**config.mk**
```make
export PLATFORM = sky130hd
export DESIGN_NAME = motion_light_alarm_step_detector
export DESIGN_NICKNAME = d
export VERILOG_FILES = /design/src/sv/mlasd_pkg.sv /design/src/sv/motion_light_alarm_step_detector.sv
export SDC_FILE = /design/constraint.sdc
export NUM_CORES = 1
export LEC_CHECK = 0
export ABC_CLOCK_PERIOD_IN_PS = 17300
export BUFFER_PORTS_ARGS = -buffer_cell sky130_fd_sc_hd__buf_2
export CORE_UTILIZATION = 65
export CTS_CLUSTER_SIZE = 28
export DETAILED_ROUTE_END_ITERATION = 10
export GPL_ROUTABILITY_DRIVEN = 0
export HOLD_SLACK_MARGIN = 0.15
export PLACE_DENSITY = 0.84
export SYNTH_ARGS = -nofsm -noshare
export SYNTH_HDL_FRONTEND = slang
export SYNTH_SLANG_ARGS = --single-unit
```
**constraint.sdc**
```tcl
create_clock -name clock -period 17.3 [get_ports clock]
set_clock_uncertainty 0.1 [all_clocks]
set_input_delay 3.46 -clock clock [delete_from_list [all_inputs] [get_ports clock]]
set_output_delay 3.46 -clock clock [all_outputs]
set_load 0.02 [all_outputs]
```
**src/sv/mlasd_pkg.sv**
```systemverilog
`default_nettype none

package mlasd_pkg;

   // Width of the meaningful part of each acceleration sample (8 to 16)
   localparam int ACCEL_BITS = 16;
   // Width of the tick and step counters (16 to 32)
   localparam int COUNT_BITS = 32;

   localparam int CSR_INDEX_BITS = 3;
   localparam int CSR_DATA_BITS  = 18;

   // Register indexes of the configuration port
   localparam logic [CSR_INDEX_BITS-1:0] CSR_MODE          = 3'd0;
   localparam logic [CSR_INDEX_BITS-1:0] CSR_LIGHT_THRESH  = 3'd1;
   localparam logic [CSR_INDEX_BITS-1:0] CSR_MOTION_THRESH = 3'd2;
   localparam logic [CSR_INDEX_BITS-1:0] CSR_HOLD_SAMPLES  = 3'd3;
   localparam logic [CSR_INDEX_BITS-1:0] CSR_DIST_THRESH   = 3'd4;
   localparam logic [CSR_INDEX_BITS-1:0] CSR_STEP_THRESH   = 3'd5;
   localparam logic [CSR_INDEX_BITS-1:0] CSR_STEP_MIN_GAP  = 3'd6;

   // Mode codes
   localparam logic MODE_STEP  = 1'b0;
   localparam logic MODE_WATCH = 1'b1;

   // Register values after reset
   localparam logic        RST_MODE          = MODE_STEP;
   localparam logic [15:0] RST_LIGHT_THRESH  = 16'd50;
   localparam logic [17:0] RST_MOTION_THRESH = 18'd3000;
   localparam logic [7:0]  RST_HOLD_SAMPLES  = 8'd15;
   localparam logic [12:0] RST_DIST_THRESH   = 13'd500;
   localparam logic [15:0] RST_STEP_THRESH   = 16'd500;
   localparam logic [7:0]  RST_STEP_MIN_GAP  = 8'd10;

   typedef struct packed {
      logic [15:0]        light_level;
      logic signed [15:0] accel_x;
      logic signed [15:0] accel_y;
      logic signed [15:0] accel_z;
      logic [12:0]        distance;
   } req_type;

   typedef struct packed {
      logic        low_light;
      logic        fast_move;
      logic        outdoor;
      logic        step_seen;
      logic [31:0] step_total;
   } rsp_type;

   // Take the low ACCEL_BITS bits as a two's complement sample
   function automatic logic signed [ACCEL_BITS-1:0] accel_trim(input logic [15:0] raw);
      return $signed(raw[ACCEL_BITS-1:0]);
   endfunction

   // Absolute difference of two samples; fits in ACCEL_BITS bits unsigned
   function automatic logic [ACCEL_BITS-1:0] accel_absdiff(
      input logic signed [ACCEL_BITS-1:0] a,
      input logic signed [ACCEL_BITS-1:0] b
   );
      logic signed [ACCEL_BITS:0] d;
      logic        [ACCEL_BITS:0] m;
      d = {a[ACCEL_BITS-1], a} - {b[ACCEL_BITS-1], b};
      m = d[ACCEL_BITS] ? (ACCEL_BITS+1)'(-d) : d;
      return m[ACCEL_BITS-1:0];
   endfunction

endpackage

`default_nettype wire

```
**src/sv/motion_light_alarm_step_detector.sv**
```systemverilog
`default_nettype none

// Motion, light and step detector.
//
// Input channel req_*: one sensor sample per transfer (light, three
// acceleration axes, ultrasonic distance). Result channel rsp_*: exactly one
// result per sample, in order. Configuration port csr_*: write enable, index
// and data, taken at once; write only while no sample is in flight.
//
// A transferred sample lands in the input register, is evaluated against the
// detector state and is written to the result register once that register is
// free, which raises rsp_valid. The evaluation is a single pass of compare and
// add logic, so one sample a cycle is sustained while the receiver takes every
// result; the 32-bit tick increment feeding the spacing subtract sets the
// longest path.
//
// Reset (synchronous, active high) empties both registers, clears all history
// and counters and loads the default thresholds. When the receiver stalls,
// the result holds in the result register and one further sample waits in the
// input register; req_ready drops only when both are full.
module motion_light_alarm_step_detector (
   input  wire logic                                 clock,
   input  wire logic                                 reset,
   input  wire logic                                 req_valid,
   output logic                                      req_ready,
   input  wire mlasd_pkg::req_type                   req_data,
   output logic                                      rsp_valid,
   input  wire logic                                 rsp_ready,
   output mlasd_pkg::rsp_type                        rsp_data,
   input  wire logic                                 csr_we,
   input  wire logic [mlasd_pkg::CSR_INDEX_BITS-1:0] csr_index,
   input  wire logic [mlasd_pkg::CSR_DATA_BITS-1:0]  csr_wdata
);
   import mlasd_pkg::*;

   // Configuration registers
   logic        mode_ff;
   logic [15:0] light_thresh_ff;
   logic [17:0] motion_thresh_ff;
   logic [7:0]  hold_samples_ff;
   logic [12:0] dist_thresh_ff;
   logic [15:0] step_thresh_ff;
   logic [7:0]  step_min_gap_ff;

   // Input register and result register
   logic    in_valid_ff;
   req_type in_data_ff;
   logic    out_valid_ff;
   rsp_type out_data_ff, out_data_in;

   // Detector state
   logic signed [ACCEL_BITS-1:0] prev_x_ff, prev_x_in;
   logic signed [ACCEL_BITS-1:0] prev_y_ff, prev_y_in;
   logic signed [ACCEL_BITS-1:0] prev_z_ff, prev_z_in;
   logic                         primed_ff, primed_in;
   logic [7:0]                   hold_left_ff, hold_left_in;
   logic [12:0]                  prev_dist_ff, prev_dist_in;
   logic                         outdoor_ff, outdoor_in;
   logic [COUNT_BITS-1:0]        tick_ff, tick_in;
   logic [COUNT_BITS-1:0]        last_step_ff, last_step_in;
   logic [COUNT_BITS-1:0]        step_count_ff, step_count_in;

   // Evaluation intermediates
   logic signed [ACCEL_BITS-1:0] ax, ay, az;
   logic [ACCEL_BITS-1:0]        dx, dy, dz;
   logic [17:0]                  change;
   logic [12:0]                  dist_jump;
   logic [COUNT_BITS-1:0]        tick_next, tick_gap;
   logic                         step_hit;
   logic                         advance;

   // Move the held sample into the result register when it is free
   assign advance   = in_valid_ff && (!out_valid_ff || rsp_ready);
   assign req_ready = !in_valid_ff || advance;
   assign rsp_valid = out_valid_ff;
   assign rsp_data  = out_data_ff;

   assign ax = accel_trim(in_data_ff.accel_x);
   assign ay = accel_trim(in_data_ff.accel_y);
   assign az = accel_trim(in_data_ff.accel_z);
   assign dx = accel_absdiff(ax, prev_x_ff);
   assign dy = accel_absdiff(ay, prev_y_ff);
   assign dz = accel_absdiff(az, prev_z_ff);
   assign change = 18'(dx) + 18'(dy) + 18'(dz);

   assign dist_jump = (in_data_ff.distance > prev_dist_ff)
                    ? in_data_ff.distance - prev_dist_ff
                    : prev_dist_ff - in_data_ff.distance;

   // Spacing is measured modulo the counter width
   assign tick_next = tick_ff + COUNT_BITS'(1);
   assign tick_gap  = tick_next - last_step_ff;
   assign step_hit  = primed_ff && (17'(dx) > 17'(step_thresh_ff))
                    && (tick_gap > COUNT_BITS'(step_min_gap_ff));

   always_comb begin
      prev_x_in     = ax;
      prev_y_in     = prev_y_ff;
      prev_z_in     = prev_z_ff;
      primed_in     = 1'b1;
      hold_left_in  = hold_left_ff;
      prev_dist_in  = prev_dist_ff;
      outdoor_in    = outdoor_ff;
      tick_in       = tick_ff;
      last_step_in  = last_step_ff;
      step_count_in = step_count_ff;
      out_data_in   = '0;

      if (mode_ff == MODE_WATCH) begin
         out_data_in.low_light = in_data_ff.light_level < light_thresh_ff;
         // First sample only primes the history
         if (primed_ff) begin
            if (change > motion_thresh_ff) begin
               out_data_in.fast_move = 1'b1;
               hold_left_in          = hold_samples_ff;
            end else if (hold_left_ff != 8'd0) begin
               out_data_in.fast_move = 1'b1;
               hold_left_in          = hold_left_ff - 8'd1;
            end
         end
         // Keep the outdoor flag while there is no previous distance
         if (prev_dist_ff != 13'd0) begin
            outdoor_in = dist_jump > dist_thresh_ff;
         end
         out_data_in.outdoor = outdoor_in;
         prev_y_in    = ay;
         prev_z_in    = az;
         prev_dist_in = in_data_ff.distance;
      end else begin
         tick_in    = tick_next;
         outdoor_in = 1'b0;
         if (step_hit) begin
            step_count_in         = step_count_ff + COUNT_BITS'(1);
            last_step_in          = tick_next;
            out_data_in.step_seen = 1'b1;
         end
      end
      out_data_in.step_total = 32'(step_count_in);
   end

   // Configuration writes; unknown indexes are dropped
   always_ff @(posedge clock) begin
      if (reset) begin
         mode_ff          <= RST_MODE;
         light_thresh_ff  <= RST_LIGHT_THRESH;
         motion_thresh_ff <= RST_MOTION_THRESH;
         hold_samples_ff  <= RST_HOLD_SAMPLES;
         dist_thresh_ff   <= RST_DIST_THRESH;
         step_thresh_ff   <= RST_STEP_THRESH;
         step_min_gap_ff  <= RST_STEP_MIN_GAP;
      end else if (csr_we) begin
         unique case (csr_index)
            CSR_MODE:          mode_ff          <= csr_wdata[0];
            CSR_LIGHT_THRESH:  light_thresh_ff  <= csr_wdata[15:0];
            CSR_MOTION_THRESH: motion_thresh_ff <= csr_wdata[17:0];
            CSR_HOLD_SAMPLES:  hold_samples_ff  <= csr_wdata[7:0];
            CSR_DIST_THRESH:   dist_thresh_ff   <= csr_wdata[12:0];
            CSR_STEP_THRESH:   step_thresh_ff   <= csr_wdata[15:0];
            CSR_STEP_MIN_GAP:  step_min_gap_ff  <= csr_wdata[7:0];
            default: ;
         endcase
      end
   end

   // Handshake control and detector state
   always_ff @(posedge clock) begin
      if (reset) begin
         in_valid_ff   <= 1'b0;
         out_valid_ff  <= 1'b0;
         prev_x_ff     <= '0;
         prev_y_ff     <= '0;
         prev_z_ff     <= '0;
         primed_ff     <= 1'b0;
         hold_left_ff  <= '0;
         prev_dist_ff  <= '0;
         outdoor_ff    <= 1'b0;
         tick_ff       <= '0;
         last_step_ff  <= '0;
         step_count_ff <= '0;
      end else begin
         if (req_valid && req_ready) begin
            in_valid_ff <= 1'b1;
         end else if (advance) begin
            in_valid_ff <= 1'b0;
         end
         if (advance) begin
            out_valid_ff <= 1'b1;
         end else if (rsp_ready) begin
            out_valid_ff <= 1'b0;
         end
         if (advance) begin
            prev_x_ff     <= prev_x_in;
            prev_y_ff     <= prev_y_in;
            prev_z_ff     <= prev_z_in;
            primed_ff     <= primed_in;
            hold_left_ff  <= hold_left_in;
            prev_dist_ff  <= prev_dist_in;
            outdoor_ff    <= outdoor_in;
            tick_ff       <= tick_in;
            last_step_ff  <= last_step_in;
            step_count_ff <= step_count_in;
         end
      end
   end

   // Payload registers: no reset needed
   always_ff @(posedge clock) begin
      if (req_valid && req_ready) begin
         in_data_ff <= req_data;
      end
      if (advance) begin
         out_data_ff <= out_data_in;
      end
   end

endmodule

`default_nettype wire

```
==> out/metrics.yaml <==
status:
  status: "finished, final reports clean"
yosys:
  synth_cell_types: 83
  yosysSeqAreaShare_pct: 36.4
  synth-async-reset-ratio_pct: 0
  ys.flop_type: "dfxtp_1"
  synth_nets: 3060
  syn_avg_cell_area_um2: 8.40
  syn_area_um2: 23000
  synth_edf_count: 113
  ys_ff_latch: 362
  synthCells: 2740
  yosysWarnings: 0
die:
  die-area_um2: 36200
  io_pins: 141
  std_cell_rows: 68
  initial_core_util_pct: 66.3
  die_w_um: 190
  die_h_um: 190
  core_area_um2: 34700
setup_path:
  startpoint_type: "register"
  cp-startpoint: "az[0]"
  path_depth: 39
  worstReg2RegEnd: "rsp_data[34]"
  path_class: "reg -> reg"
  r2r_start: "az[0]"
  crit_required_ns: 17.52
  critPathBufInv: 4
  cpLargestDelayFamily: "compound AO/OA/AOI/OAI gates"
  r2r_cells: 39
  ff2ff_setup_slack_ns: 7.71
  slowest_stage: "a21oi_2"
  cpPeakStageDelay_ns: 0.64
  crit_end: "rsp_data[34]"
  worst_setup_path_end_kind: "register"
  critPathMostFrequentCell: "o21ai_0"
  arrival_ns: 9.81
  cp_max_fo: 21
grt:
  grt_pass1_wl_um: 90400
  grt_pass1_vias: 18992
  antenna_found_initial: 2
  grt_use_total_pct: 30.5
  grt_overflow: 0
  grt_start_max_net_pins: 124
drt:
  wl_per_cell_um: 16.7
  routed_wirelength_um: 55300
  via_count: 19933
  drc_errors: 0
  drt-initial-drc-count: 1416
  via_per_inst: 6.02
  dr.pass1.iters: 6
  ant_nets: 0
clock_network:
  cts_root_buf: "clkbuf_16"
  hold_buffers: 0
  numCtsBuffers: 40
  ctsHtreeMaxLevel: 2
  cts_buffer_depth: 3
  cts.sinks: 362
  cts_setup_buffers: 0
  clk_pin_slew_ns: 0.06
  cts.repair.resized: 0
  cts_tree: "built"
  clock_latency_ns: 0.58
power_and_ir_drop:
  power.total_w: 0.00265
  p_leak_nw: 10.2
  vdd_drop_max_mv: 0.103
  power_density_nw_per_um2: 105
sta:
  maxSlewHeadroom_pct: 20.2
  tightest_slew_ns: 1.19
  fmax_mhz: 104
  setup_ws_ns: 7.71
  drv_slew: 0
  fin_crit_ns: 9.59
  rsz0062_at_grt: "no"
  timing.final.crit_share_pct: 55.4
  whs_ns: 0.353
  finalHoldViolCount: 0
  setup_viol: 0
  fin_tns_setup_ns: 0
place:
  place_hpwl_um: 39900
  io_buffers: 140
  placed_area_um2: 24000
  pre_cts_slack_ns: 7.52
layout:
  drive_gt1_share_pct: 8.75
  final_nets: 3145
  final_common_cell: "nand2_1"
  fin_area_um2: 25200
  antennaDiodeCount: 0
  final_cell_mix: "nand2_1 (415), dfxtp_1 (249), a21oi_1 (242)"
  nFillCells: 2570
  syn2layout_area_growth_pct: 9.58
  multiInputGateArea_um2: 13300
  regArea_um2: 8380
hold_path:
  hold_path.class: "reg -> reg"
run:
  drv_cap: 0
==> stage by stage <==
step | instances | util (%)
floorplan | 2740 | -
global placement | 3238 | 69.0
detailed placement | 3238 | 69.0
CTS | 3311 | 72.6
global route | 3311 | 72.7
finish | 3311 | 72.7
==> registers in the layout, indices dropped and copies added, names as in the netlist, 18 cells and up <==
name,cells
in_data_ff,29
last_step_ff,32
motion_thresh_ff,18
rsp_data,36
step_count_ff,32
tick_ff,32
==> cells by family after synthesis <==
| family | synth area share [%] |
|---|---|
| simple gates | 19.5 |
| flops | 36.4 |
| compound gates | 17.1 |
| buf+inv | 5.70 |
| fa+ha+maj | 12.5 |
| xor+xnor | 8.03 |
| mux | 0.696 |
==> cell usage after synthesis (22+ instances only) <==
cell / instances / area (um^2)
nand4_1: 38 / 238
a31oi_1: 22 / 138
edfxtp_1: 113 / 3390
nor2b_1: 29 / 181
nor3_1: 50 / 250
nand2b_1: 37 / 231
clkbuf_1: 92 / 345
a21oi_1: 243 / 1220
inv_1: 231 / 867
xor2_1: 83 / 727
a211oi_1: 40 / 300
a21o_1: 64 / 480
nand2_1: 415 / 1560
o211ai_1: 34 / 255
ha_1: 195 / 2440
dfxtp_1: 249 / 4980
fa_1: 22 / 440
or3_1: 31 / 194
o21ai_0: 87 / 435
xnor2_1: 125 / 1090
nor2_1: 201 / 754
and3_1: 36 / 225
nand3_1: 59 / 295
==> power by group <==
part	leakage [nW]	switching (W)	internal, W	total [W]
clock	0.617	0.000355	0.000475	0.000830
combinational	6.50	0.000529	0.000371	0.000900
sequential	3.09	0.0000129	0.000903	0.000916
total	10.2	0.000897	0.00175	0.00265
==> routing by layer <==
| layer | global-route usage, % | share of wire [%] | up-vias |
|---|---|---|---|
| li1 | - | - | 9677 |
| met1 | 37.0 | 41 | 9372 |
| met2 | 53.3 | 49 | 735 |
| met3 | 5.39 | 6.8 | 145 |
| met4 | 12.3 | 3.4 | 4 |
| met5 | 0 | 0.029 | - |
==> worst min-delay path by stage <==
| stage | from | endpoint | cells after the start |
|---|---|---|---|
| finish | prev_x_ff[7] | prev_x_ff[7] | 2 |
| global route | prev_z_ff[12] | prev_z_ff[12] | 2 |
| CTS | prev_x_ff[14] | prev_x_ff[14] | 2 |
| detailed placement | prev_z_ff[9] | prev_z_ff[9] | 2 |
| global placement | prev_x_ff[12] | prev_x_ff[12] | 2 |
| floorplan | hold_samples_ff[1] | hold_samples_ff[1] | 2 |
==> worst register-to-register path: cells and delay by family (launching register included) <==
family                   cells  cell delay [ns]
AND/OR/NAND/NOR              7             1.38
buffers and inverters        4             0.40
flip-flops                   1             0.39
adder cells (fa/ha/maj)      6             1.88
AO/OA/AOI/OAI               21             4.86
multiplexers                 1             0.29
==> area by class of cell <==
type,count,area share [%]
inverters,232,3.45
well taps,455,2.26
clock buffers,51,4.30
clock inverters,22,0.670
flip-flops and latches,362,33.2
multi-input cells,2036,52.9
repair buffers,153,3.19
Note: power is estimated with default switching activity, not from simulation.
